<file path="src/hw/rtl/rcs_pkg.sv">
// Shared types and constants of the random controller sweep unit.
package rcs_pkg;

	// Register indexes of the configuration port.
	localparam logic [2:0] REG_CONTROLLER = 3'd0;
	localparam logic [2:0] REG_LOW_BOUND  = 3'd1;
	localparam logic [2:0] REG_HIGH_BOUND = 3'd2;
	localparam logic [2:0] REG_MULTIPLIER = 3'd3;
	localparam logic [2:0] REG_QUANTIZE   = 3'd4;
	localparam logic [2:0] REG_EIGHTHS    = 3'd5;
	localparam logic [2:0] REG_DENSITY    = 3'd6;

	// Width of the shared divider; it covers the full 33-bit sweep length.
	localparam int DIV_W     = 33;
	localparam int DIV_CNT_W = $clog2(DIV_W + 1);

	// Request to the shared divider.
	typedef struct packed {
		logic             start;
		logic [DIV_W-1:0] dividend;
		logic [DIV_W-1:0] divisor;
	} div_req_t;

	// Response of the shared divider.
	typedef struct packed {
		logic             done;
		logic [DIV_W-1:0] quotient;
		logic [DIV_W-1:0] remainder;
	} div_rsp_t;

endpackage

</file>
<file path="src/hw/rtl/rcs_div.sv">
// Shared restoring divider, one quotient bit per cycle.
module rcs_div import rcs_pkg::*; (
	input  logic     clk,
	input  logic     arst_n,
	input  div_req_t req,
	output div_rsp_t rsp
);

	logic [DIV_W-1:0]     dvd_q;
	logic [DIV_W-1:0]     den_q;
	logic [DIV_W-1:0]     rem_q;
	logic [DIV_CNT_W-1:0] cnt_q;
	logic                 busy_q;
	logic                 done_q;
	logic [DIV_W:0]       shifted;
	logic [DIV_W+1:0]     trial;
	logic                 ge;

	// Bring down the next dividend bit and try the subtraction.
	assign shifted = {rem_q, dvd_q[DIV_W-1]};
	assign trial   = {1'b0, shifted} - {2'b00, den_q};
	assign ge      = !trial[DIV_W+1];

	// Sequencing of the iterations.
	always_ff @(posedge clk or negedge arst_n) begin
		if (!arst_n) begin
			busy_q <= 1'b0;
			done_q <= 1'b0;
			cnt_q  <= '0;
		end else if (req.start) begin
			busy_q <= 1'b1;
			done_q <= 1'b0;
			cnt_q  <= DIV_CNT_W'(DIV_W);
		end else if (busy_q) begin
			cnt_q <= cnt_q - 1'b1;
			if (cnt_q == DIV_CNT_W'(1)) begin
				busy_q <= 1'b0;
				done_q <= 1'b1;
			end
		end else begin
			done_q <= 1'b0;
		end
	end

	// Partial remainder and quotient, which shifts in where the dividend shifts out.
	always_ff @(posedge clk) begin
		if (req.start) begin
			dvd_q <= req.dividend;
			den_q <= req.divisor;
			rem_q <= '0;
		end else if (busy_q) begin
			rem_q <= ge ? trial[DIV_W-1:0] : shifted[DIV_W-1:0];
			dvd_q <= {dvd_q[DIV_W-2:0], ge};
		end
	end

	assign rsp.done      = done_q;
	assign rsp.quotient  = dvd_q;
	assign rsp.remainder = rem_q;

endmodule

</file>
<file path="src/hw/rtl/random_controller_sweep_unit.sv">
// Random controller sweep unit: one note-on transaction in, a run of control changes out.
// Each note-on transaction draws a target controller value between the low and high bound
// registers and produces a run of control changes that ramps from the value stored by the
// previous run toward the target, one point every density*10 ticks, closed by the target
// itself at the end of the sweep; a sweep of one tick or less gives only the target at the
// start time and leaves the stored value alone. Other transactions give no results. A run
// whose ramp would exceed MAX_POINTS points is cut to MAX_POINTS ramp points and flags
// truncated on every result. The three divisions of a run (doubled quantize by eighths,
// sweep length by spacing, value difference by step count) share one restoring divider and
// run one after another before the first result; the remaining points then follow one per
// cycle while the output register is not stalled.
// The unit takes no new input until the last result of a run is in the output register.
module random_controller_sweep_unit import rcs_pkg::*; #(
	parameter int MAX_POINTS = 63,
	parameter int TIME_BITS  = 48
) (
	input  logic                   clk,
	input  logic                   arst_n,
	// Configuration channel.
	input  logic                   cfg_valid,
	output logic                   cfg_ready,
	input  logic [2:0]             cfg_index,
	input  logic [23:0]            cfg_data,
	// Input channel.
	input  logic                   in_valid,
	output logic                   in_ready,
	input  logic                   is_note_on,
	input  logic [TIME_BITS-1:0]   start_time,
	input  logic [15:0]            random_draw,
	// Output channel.
	output logic                   out_valid,
	input  logic                   out_ready,
	output logic [6:0]             controller,
	output logic [6:0]             value,
	output logic [TIME_BITS:0]     event_time,
	output logic                   last,
	output logic                   truncated
);

	localparam int TW   = TIME_BITS + 1;
	localparam int CW   = $clog2(MAX_POINTS + 1);
	localparam int SP_W = 13;

	// Sequencer states.
	localparam logic [3:0] ST_IDLE  = 4'd0;
	localparam logic [3:0] ST_DIV_Q = 4'd1;
	localparam logic [3:0] ST_CHK   = 4'd2;
	localparam logic [3:0] ST_DIV_S = 4'd3;
	localparam logic [3:0] ST_SETUP = 4'd4;
	localparam logic [3:0] ST_DIV_D = 4'd5;
	localparam logic [3:0] ST_RAMP  = 4'd6;
	localparam logic [3:0] ST_TGT   = 4'd7;

	// Maps the eighths register onto the divisors 2, 3, 5 and 7.
	function automatic logic [2:0] eff_eighths(input logic [2:0] e);
		priority if (e <= 3'd2) return 3'd2;
		else if (e <= 3'd4) return 3'd3;
		else if (e <= 3'd6) return 3'd5;
		else return 3'd7;
	endfunction

	// Configuration registers.
	logic [6:0]  ctrl_num_q;
	logic [6:0]  min_q;
	logic [6:0]  max_q;
	logic [7:0]  mult_q;
	logic [23:0] quant_q;
	logic [2:0]  eighths_q;
	logic [8:0]  density_q;

	// Run state.
	logic [3:0]          state_q;
	logic [6:0]          prev_q;
	logic [6:0]          target_q;
	logic [TIME_BITS-1:0] start_q;
	logic [DIV_W-1:0]    dur_q;
	logic [DIV_W-1:0]    steps_q;
	logic [CW-1:0]       emit_q;
	logic [CW-1:0]       cnt_q;
	logic                trunc_q;
	logic                short_q;
	logic signed [8:0]   qd_q;
	logic [DIV_W-1:0]    rd_q;
	logic [DIV_W-1:0]    acc_q;
	logic signed [8:0]   qa_q;
	logic [TW-1:0]       time_q;

	// Output register.
	logic        out_valid_q;
	logic [6:0]  ctrl_out_q;
	logic [6:0]  value_q;
	logic [TW-1:0] etime_q;
	logic        last_q;
	logic        trunc_out_q;

	// Combinational signals.
	logic              in_fire;
	logic              out_free;
	logic [6:0]        lo;
	logic [6:0]        hi;
	logic [6:0]        span;
	logic [22:0]       prod;
	logic [7:0]        tsum;
	logic [6:0]        tgt;
	logic [8:0]        dens_eff;
	logic [SP_W-1:0]   sp;
	logic [7:0]        diff;
	logic              neg;
	logic [7:0]        absd;
	logic [DIV_W:0]    n_pts;
	logic              trunc_n;
	logic              rem_nz;
	logic [8:0]        qmag;
	logic [DIV_W:0]    acc_sum;
	logic              carry;
	logic [DIV_W:0]    acc_next;
	logic signed [8:0] qa_next;
	logic [8:0]        val_sum;
	logic [CW-1:0]     cnt_next;
	logic [63:0]       end_time;
	div_req_t          div_req;
	div_rsp_t          div_rsp;

	assign cfg_ready = 1'b1;
	assign in_ready  = (state_q == ST_IDLE);
	assign in_fire   = in_valid && in_ready;
	assign out_free  = !out_valid_q || out_ready;

	// Random target: lo + draw * (hi - lo) / 65536, held within the range.
	assign lo   = (min_q < max_q) ? min_q : max_q;
	assign hi   = (min_q < max_q) ? max_q : min_q;
	assign span = hi - lo;
	assign prod = {7'd0, random_draw} * {16'd0, span};
	assign tsum = {1'b0, lo} + {1'b0, prod[22:16]};
	assign tgt  = (tsum > {1'b0, hi}) ? hi : tsum[6:0];

	// Point spacing, density * 10 with a zero density treated as one.
	assign dens_eff = (density_q == 9'd0) ? 9'd1 : density_q;
	assign sp       = {1'b0, dens_eff, 3'b000} + {3'b000, dens_eff, 1'b0};

	// Signed distance from the stored value to the target.
	assign diff = {1'b0, target_q} - {1'b0, prev_q};
	assign neg  = diff[7];
	assign absd = neg ? (8'd0 - diff) : diff;

	// Point count and truncation from the sweep-length division.
	assign rem_nz  = (div_rsp.remainder != '0);
	assign n_pts   = {1'b0, div_rsp.quotient} + {{DIV_W{1'b0}}, rem_nz};
	assign trunc_n = (n_pts > (DIV_W + 1)'(MAX_POINTS));
	assign qmag    = {1'b0, div_rsp.quotient[7:0]};

	// Ramp stepping: the fractional part accumulates and carries into the offset.
	assign acc_sum  = {1'b0, acc_q} + {1'b0, rd_q};
	assign carry    = (acc_sum >= {1'b0, steps_q});
	assign acc_next = carry ? (acc_sum - {1'b0, steps_q}) : acc_sum;
	assign qa_next  = qa_q + qd_q + $signed({8'd0, carry});
	assign val_sum  = {2'b00, prev_q} + qa_next;
	assign cnt_next = cnt_q + 1'b1;

	assign end_time = 64'(start_q) + 64'(dur_q);

	// Divider requests issued by the sequencer.
	always_comb begin
		div_req = '0;
		unique case (state_q)
			ST_IDLE: begin
				div_req.start    = in_fire && is_note_on;
				div_req.dividend = DIV_W'({quant_q, 1'b0});
				div_req.divisor  = DIV_W'(eff_eighths(eighths_q));
			end
			ST_CHK: begin
				div_req.start    = (dur_q > DIV_W'(1));
				div_req.dividend = dur_q;
				div_req.divisor  = DIV_W'(sp);
			end
			ST_SETUP: begin
				div_req.start    = 1'b1;
				div_req.dividend = DIV_W'(absd);
				div_req.divisor  = steps_q;
			end
			default: begin
				div_req = '0;
			end
		endcase
	end

	rcs_div u_div (
		.clk    (clk),
		.arst_n (arst_n),
		.req    (div_req),
		.rsp    (div_rsp)
	);

	// Configuration writes.
	always_ff @(posedge clk or negedge arst_n) begin
		if (!arst_n) begin
			ctrl_num_q <= 7'd10;
			min_q      <= 7'd0;
			max_q      <= 7'd127;
			mult_q     <= 8'd1;
			quant_q    <= 24'd1;
			eighths_q  <= 3'd2;
			density_q  <= 9'd42;
		end else if (cfg_valid && cfg_ready) begin
			unique case (cfg_index)
				REG_CONTROLLER: ctrl_num_q <= cfg_data[6:0];
				REG_LOW_BOUND:  min_q      <= cfg_data[6:0];
				REG_HIGH_BOUND: max_q      <= cfg_data[6:0];
				REG_MULTIPLIER: mult_q     <= cfg_data[7:0];
				REG_QUANTIZE:   quant_q    <= cfg_data;
				REG_EIGHTHS:    eighths_q  <= cfg_data[2:0];
				REG_DENSITY:    density_q  <= cfg_data[8:0];
				default: begin
				end
			endcase
		end
	end

	// Sequencer and stored previous value.
	always_ff @(posedge clk or negedge arst_n) begin
		if (!arst_n) begin
			state_q <= ST_IDLE;
			prev_q  <= 7'd64;
		end else begin
			unique case (state_q)
				ST_IDLE:  if (in_fire && is_note_on) state_q <= ST_DIV_Q;
				ST_DIV_Q: if (div_rsp.done) state_q <= ST_CHK;
				ST_CHK:   state_q <= (dur_q > DIV_W'(1)) ? ST_DIV_S : ST_TGT;
				ST_DIV_S: if (div_rsp.done) state_q <= ST_SETUP;
				ST_SETUP: state_q <= ST_DIV_D;
				ST_DIV_D: if (div_rsp.done) state_q <= ST_RAMP;
				ST_RAMP:  if (out_free && cnt_next == emit_q) state_q <= ST_TGT;
				ST_TGT: begin
					if (out_free) begin
						state_q <= ST_IDLE;
						if (!short_q) prev_q <= target_q;
					end
				end
				default: state_q <= ST_IDLE;
			endcase
		end
	end

	// Run datapath registers.
	always_ff @(posedge clk) begin
		unique case (state_q)
			ST_IDLE: begin
				if (in_fire) begin
					target_q <= tgt;
					start_q  <= start_time;
				end
			end
			ST_DIV_Q: begin
				if (div_rsp.done) begin
					dur_q <= {25'd0, mult_q} * {8'd0, div_rsp.quotient[24:0]};
				end
			end
			ST_CHK: begin
				short_q <= (dur_q <= DIV_W'(1));
				trunc_q <= 1'b0;
			end
			ST_DIV_S: begin
				if (div_rsp.done) begin
					steps_q <= div_rsp.quotient + 1'b1;
					trunc_q <= trunc_n;
					emit_q  <= trunc_n ? CW'(MAX_POINTS) : n_pts[CW-1:0];
				end
			end
			ST_DIV_D: begin
				if (div_rsp.done) begin
					// Floor division of the signed distance by the step count.
					if (neg && rem_nz) begin
						qd_q <= 9'sd0 - $signed(qmag + 9'd1);
						rd_q <= steps_q - div_rsp.remainder;
					end else if (neg) begin
						qd_q <= 9'sd0 - $signed(qmag);
						rd_q <= '0;
					end else begin
						qd_q <= $signed(qmag);
						rd_q <= div_rsp.remainder;
					end
					acc_q  <= '0;
					qa_q   <= '0;
					cnt_q  <= '0;
					time_q <= TW'(start_q);
				end
			end
			ST_RAMP: begin
				if (out_free) begin
					acc_q  <= acc_next[DIV_W-1:0];
					qa_q   <= qa_next;
					cnt_q  <= cnt_next;
					time_q <= time_q + TW'(sp);
				end
			end
			default: begin
			end
		endcase
	end

	// Output register: valid flag.
	always_ff @(posedge clk or negedge arst_n) begin
		if (!arst_n) begin
			out_valid_q <= 1'b0;
		end else if ((state_q == ST_RAMP || state_q == ST_TGT) && out_free) begin
			out_valid_q <= 1'b1;
		end else if (out_ready) begin
			out_valid_q <= 1'b0;
		end
	end

	// Output register: payload of one transaction.
	always_ff @(posedge clk) begin
		if (state_q == ST_RAMP && out_free) begin
			ctrl_out_q  <= ctrl_num_q;
			value_q     <= val_sum[6:0];
			etime_q     <= time_q;
			last_q      <= 1'b0;
			trunc_out_q <= trunc_q;
		end else if (state_q == ST_TGT && out_free) begin
			ctrl_out_q  <= ctrl_num_q;
			value_q     <= target_q;
			etime_q     <= short_q ? TW'(start_q) : end_time[TW-1:0];
			last_q      <= 1'b1;
			trunc_out_q <= trunc_q;
		end
	end

	assign out_valid  = out_valid_q;
	assign controller = ctrl_out_q;
	assign value      = value_q;
	assign event_time = etime_q;
	assign last       = last_q;
	assign truncated  = trunc_out_q;

	// The divider is started only by the states that issue requests.
	assert property (@(posedge clk) disable iff (!arst_n)
		div_req.start |-> (state_q == ST_IDLE || state_q == ST_CHK || state_q == ST_SETUP))
		else $error("divider started from a waiting state");

	// A divider result arrives only while the sequencer waits for it.
	assert property (@(posedge clk) disable iff (!arst_n)
		div_rsp.done |-> (state_q == ST_DIV_Q || state_q == ST_DIV_S || state_q == ST_DIV_D))
		else $error("divider result arrived outside a wait state");

	// The fractional accumulator stays below the step count during a ramp.
	assert property (@(posedge clk) disable iff (!arst_n)
		state_q == ST_RAMP |-> acc_q < steps_q)
		else $error("ramp accumulator out of range");

	// A ramp emits between one and MAX_POINTS points.
	assert property (@(posedge clk) disable iff (!arst_n)
		state_q == ST_RAMP |-> (emit_q != '0 && cnt_q < emit_q))
		else $error("ramp point count out of range");

	// The unit takes no input while a run is in flight.
	assert property (@(posedge clk) disable iff (!arst_n)
		(in_fire && is_note_on) |=> !in_ready)
		else $error("input accepted during a run");

endmodule

</file>
<file path="config.mk">
export PLATFORM = sky130hd
export DESIGN_NAME = random_controller_sweep_unit
export DESIGN_NICKNAME = d
export VERILOG_FILES = /design/src/hw/rtl/rcs_pkg.sv /design/src/hw/rtl/rcs_div.sv /design/src/hw/rtl/random_controller_sweep_unit.sv
export SDC_FILE = /design/constraint.sdc
export NUM_CORES = 2
export LEC_CHECK = 0
export ABC_CLOCK_PERIOD_IN_PS = 13150
export BUFFER_PORTS_ARGS = -buffer_cell sky130_fd_sc_hd__buf_2
export CAP_MARGIN = 40
export CORE_ASPECT_RATIO = 0.9
export CORE_UTILIZATION = 40
export DETAILED_ROUTE_END_ITERATION = 8
export HOLD_SLACK_MARGIN = 0.15
export MAX_ROUTING_LAYER = met4
export RECOVER_POWER = 100
export SLEW_MARGIN = 30
export SYNTH_ARGS = -nofsm -noshare
export SYNTH_HDL_FRONTEND = slang
export SYNTH_SLANG_ARGS = --single-unit
</file>
<file path="constraint.sdc">
create_clock -name clk -period 13.15 [get_ports clk]
set_input_delay 2.63 -clock clk [delete_from_list [all_inputs] [get_ports clk]]
set_output_delay 2.63 -clock clk [all_outputs]
set_load 0.01 [all_outputs]
</file>
======== Yosys cells after proc, flatten, opt, wreduce, memory -nomap -nowiden ========
Cells that the tools add are included.
operators by class
  add/sub/neg operators ................... 21
  bitwise gates (word level) .............. 1
  muxes and demuxes ....................... 58
  multipliers ............................. 2
  order comparisons ....................... 9
  reductions and logical operators ........ 35
  eq/ne operators ......................... 23
operator list
  kind                     number
  $mux W33                 8
  $mux W49                 5
  $pmux W67 S3             1
  $pmux W49 S2             1
  $pmux W33 S2             1
  $sub A33 B33 Y33         2
  $add A48 B33 Y49         1
  $add A49 B13 Y49         1
  $mux W7                  7
  $mux W9                  5
  $sub A34 B33 Y35         1
  $add A33 B1 Y34          1
  $add A33 B33 Y34         1
  $ge A34 B33 Y1           1
  $gt A34 B6 Y1 const B    1
  $add A33 B1 Y33 const B  1
  $gt A33 B1 Y1 const B    1
  $le A33 B1 Y1 const B    1
  $mul A8 B25 Y33          1
  $reduce_bool A33 Y1      1
  $pmux W4 S8              1
  $mux W4                  6
  $mux W6                  4
  $reduce_and A2 Y1        12
  other kinds (46)         84
storage, ports and cells
  register bits ........................... 517
  input port bits ......................... 97

======== Depth between registers and ports, before layout ========
  depth after elaboration ................. 7
  gate-level depth with buffers ........... 49
  depth with buffers taken out ............ 48

======== By module ========
A second synthesis with hierarchy kept.
second synthesis, totals
  cells, all modules ...................... 4,545
  area, all modules ....................... 43,150.1 µm²
modules (own cells, without submodules)
  module                        instances  cells each  area each (µm²)  sequential area each (µm²)
  random_controller_sweep_unit  1          3,928       36,932.9         11,791.3
  rcs_div                       1          617         6,217.2          2,842.7

======== Least setup slack after synthesis ========
No wires, ideal clock.
  path kind ............................... flip-flop to flip-flop
  from .................................... register max_q[1]
  to ...................................... register target_q[0] (data pin)
  required time ........................... 12.890 ns
  stages on the path, launching flop included .. 45
  setup slack ............................. 3.325 ns
  clock period less this slack ............ 9.825 ns
  buffers on the path ..................... 2
  arrival time ............................ 9.565 ns
  path through ............................ dfstp_2 inv_1 ha_1 nor2b_1 o21a_1 o21a_1 o21ai_0 a21oi_1 clkbuf_1 o221ai_1 o21ai_0 a21oi_1 xnor2_1 clkbuf_1 nor2b_1 fa_1 inv_1 fa_1 [... 9 more ...] o31ai_1 o21ai_0 o41a_1 a21o_1 xor2_1 ha_1 nor2b_1 o21ai_0 nand2b_1 a21o_1 a21o_1 xnor2_1 inv_1 ha_1 and4_1 a41oi_1 a211oi_2 mux2_2
on the way
  cells in the longest elaborated chain, start to end .. 7
  elaborated cells between the ends (all ways) .. 8
RTL lines
  element                            RTL line                                                                  text
  from (decl)                        random_controller_sweep_unit.sv:65                                        logic [6:0] max_q;
  from (signal assigned)             random_controller_sweep_unit.sv:208                                       REG_HIGH_BOUND: max_q <= cfg_data[6:0];
  $lt A7 B7 Y1                       random_controller_sweep_unit.sv:130, random_controller_sweep_unit.sv:131
  $mux W7, on equally long branches  random_controller_sweep_unit.sv:131, random_controller_sweep_unit.sv:130
  $sub A7 B7 Y7                      random_controller_sweep_unit.sv:132                                       assign span = hi - lo;
  $mul A16 B7 Y23                    random_controller_sweep_unit.sv:133                                       assign prod = {7'd0, random_draw} * {16'd0, span};
  $add A7 B7 Y8                      random_controller_sweep_unit.sv:134                                       assign tsum = {1'b0, lo} + {1'b0, prod[22:16]};
  $gt A8 B7 Y1                       random_controller_sweep_unit.sv:135                                       assign tgt = (tsum > {1'b0, hi}) ? hi : tsum[6:0];
  $mux W7 (*)                        random_controller_sweep_unit.sv:135
  via tgt[0]                         random_controller_sweep_unit.sv:104                                       logic [6:0] tgt;
  to (signal assigned)               random_controller_sweep_unit.sv:249                                       target_q <= tgt;
  to (decl)                          random_controller_sweep_unit.sv:74                                        logic [6:0] target_q;
The timed path passes the listed nets; every way through them passes the cells marked *.
A chain may end at the register's enable or synchronous reset.

======== Worst setup path after layout ========
Same ends and word-level chain as after synthesis.

==> flow_metrics.py <==
metrics = {
    "finish": {
        "drive_gt1_frac": 0.07082,
        "seq_area_um2": 14640,
        "n_fill_cell": 10240,
        "syn_to_final_growth_pct": 9.637,
        "multi_input_area_um2": 25330,
        "finalNetCount": 5165,
    },
    "yosys": {
        "synth_top_flop_cell": "edfxtp_1",
        "synth_top_area_share": 0.2794,
        "synth_area_um2": 42350,
        "synthCells": 4447,
        "synthArstFlopShare": 0.1641,
        "synth_warnings": 0,
        "synth_cell_types": 92,
        "synth-seq-cells": 512,
        "syn_nets": 5085,
        "syn_area_per_cell_um2": 9.524,
        "synth_edf_count": 394,
        "netlist.top_cell.by_area": "edfxtp_1",
        "synthTopCellsByArea": "edfxtp_1 (28%), fa_1 (10%), ha_1 (9.5%), xnor2_1 (4.3%), dfrtp_1 (4.0%)",
        "ys_seq_area_frac": 0.3455,
    },
    "floorplan": {
        "die_area_um2": 107200,
        "core_um2": 104300,
        "dieWidth_um": 345.0,
        "rows": 112,
        "die_h_um": 310.7,
        "io_pins": 165,
        "start_util": 0.4062,
    },
    "cts": {
        "cts_max_path_buffers": 3,
        "path_clk_slew_ns": 0.06,
        "cts_sinks": 512,
        "clkLatencyLatePin_ns": 0.67,
        "cts_tree": "done",
        "root_buffer": "clkbuf_16",
        "htree_num_levels": 2,
        "ctsResizeCount": 0,
        "cts_made_buffers": 56,
        "cts_setup_buffers": 0,
        "hold_buffers": 0,
    },
    "worst_setup_path": {
        "crit_arrival_ns": 11.45,
        "crit_slowest_cell": "clkbuf_1",
        "crit_required_ns": 13.54,
        "worstSetupStartpointType": "flop",
        "crit_path_frequent_cell": "inv_1",
        "slowest_delay_ns": 0.84,
        "endpoint_kind": "flop",
        "worst-path-max-fanout": 27,
        "crit_type": "flop to flop",
    },
    "route": {
        "num_vias": 32720,
        "avgRoutedWirePerCell_um": 19.98,
        "drtAntennaViolNets": 0,
        "drtIter0Drc": 2735,
        "drt-pass1-iter-count": 5,
        "drt-total-wl_um": 118800,
        "avgViaCountPerCell": 5.502,
        "drc": 0,
    },
    "worst_hold_path": {
        "min_path_type": "flop to flop",
    },
    "sta": {
        "period_share": 0.8417,
        "fin_crit_ns": 11.07,
        "max_freq_ghz": 0.09035,
        "hold_violations": 0,
        "finalSetupTns_ns": 0,
        "setup_viol": 0,
        "slew_headroom": -2.228,
        "tightest_slew_ns": 4.842,
        "drv_slew": 927,
        "rsz0062_at_grt": "no",
        "fin_skew_ns": 0.06790,
    },
    "global_route": {
        "grt_pass1_wl_um": 183500,
        "grt_pass1_vias": 31320,
        "grt_max_degree": 96,
        "antenna_found_initial": 4,
        "grt_use_total": 0.2252,
        "grt.overflow.total": 0,
    },
    "placement": {
        "io_buffers": 163,
        "hpwl_um": 89900,
        "gp_congestion": 0.9137,
    },
    "run": {
        "maxCapViolations": 21,
    },
    "run_status": {
        "violations": "max-capacitance violations, max-slew violations",
        "status": "complete, but fails checks",
    },
}
==> worst paths after layout <==
path	from	endpoint	slack (ns)	depth (start not counted)
min reg2reg	ctrl_num_q[4]$_DFFE_PN0P_	controller[4]$_DFFE_PP_	0.44	0
max reg2reg	max_q[1]$_DFFE_PN1P_	target_q[0]$_DFFE_PP_	2.08	46
max in group asynchronous	arst_n	u_div.busy_q$_DFF_PN0_	6.67	3
min in group asynchronous	arst_n	min_q[0]$_DFFE_PN0P_	2.35	1
max	max_q[1]$_DFFE_PN1P_	target_q[0]$_DFFE_PP_	2.08	46
min	ctrl_num_q[4]$_DFFE_PN0P_	controller[4]$_DFFE_PP_	0.44	0
==> per-layer routing <==
metal / wire, µm / part of all wire / global-route usage
met1: 56220 / 0.47 / 0.3287
met2: 52980 / 0.45 / 0.3365
met3: 7392 / 0.062 / 0.02340
met4: 2187 / 0.018 / 0.04636
met5: 0 / 0 / -
==> through the flow <==
step | worst slack (ns) | std cells | instance area (µm²) | hold slack [ns] | util
floorplan | 3.325 | 4447 | 42350 | 0.4003 | -
global placement | 2.619 | 5822 | 44500 | 0.4277 | 0.4268
detailed placement | 2.867 | 5833 | 44630 | 0.4311 | 0.4280
CTS | 2.796 | 5939 | 46670 | 0.4456 | 0.4477
global route | 1.136 | 5944 | 46430 | 0.4543 | 0.4453
finish | 2.082 | 5946 | 46430 | 0.4429 | 0.4454
==> logic make-up after synthesis <==
logic type	after synthesis	synth area share
adders and majority gates	542	0.1987
other	1	0.00008854
AOI/OAI and AO/OA	988	0.1504
and+or+nand+nor	1320	0.1489
muxes	121	0.03061
DFF	512	0.3455
buffers and inverters	630	0.05690
xor gates and xnor gates	333	0.06886
==> worst max-delay path, delay by kind of cell, from the launching register on <==
family,cells,cell delay [ns]
simple gates,7,0.98
compound gates,18,3.59
buf+inv,9,1.59
flops,1,0.54
xor+xnor,3,0.45
fa+ha+maj,8,3.30
mux,1,0.34
==> area by class of cell <==
class | instances | share of cell area
Multi-Input combinational cell | 3305 | 0.5455
Tap cell | 1368 | 0.03686
Timing Repair Buffer | 220 | 0.02328
Antenna cell | 3 | 0.0001617
Clock inverter | 27 | 0.008057
Sequential cell | 512 | 0.3152
Clock buffer | 79 | 0.03600
Inverter | 432 | 0.03495
==> synthesized netlist by cell type, types with 32 or more instances <==
| master | number |
|---|---|
| mux2i_1 | 53 |
| xor2_1 | 127 |
| a21oi_1 | 298 |
| a21o_1 | 108 |
| nor2b_1 | 50 |
| mux2_2 | 68 |
| o21ai_0 | 231 |
| nand2_1 | 427 |
| a22o_1 | 37 |
| nand4_1 | 44 |
| nand2b_1 | 54 |
| nor2_1 | 315 |
| o21bai_1 | 32 |
| edfxtp_1 | 394 |
| fa_1 | 218 |
| clkbuf_1 | 169 |
| xnor2_1 | 206 |
| inv_1 | 430 |
| nand3_1 | 87 |
| dfrtp_1 | 68 |
| nor3_1 | 57 |
| ha_1 | 323 |
| and3_1 | 61 |
| and2_1 | 140 |
| dfxtp_1 | 34 |
| o21a_1 | 43 |
==> placed cells by master (no fill, tap or decap), types with 32 or more instances in the layout <==
cell type / instances
clkbuf_16: 59
clkbuf_1: 116
xor2_1: 127
nor2b_1: 50
a21o_1: 108
buf_2: 86
o21ai_0: 234
xnor2_1: 205
mux2i_1: 53
edfxtp_1: 394
nand2b_1: 54
nor2_1: 314
dfrtp_1: 66
a22o_1: 37
o21a_1: 43
inv_1: 430
dfxtp_1: 34
and3_1: 61
nand4_1: 44
ha_1: 323
nor3_1: 55
nand2_1: 426
nand3_1: 87
and2_1: 131
a21oi_1: 299
o21bai_1: 32
fa_1: 218
mux2_2: 67
Power is not shown: default switching activity piles up to over one toggle a cycle in this logic, so the estimate is an artifact.
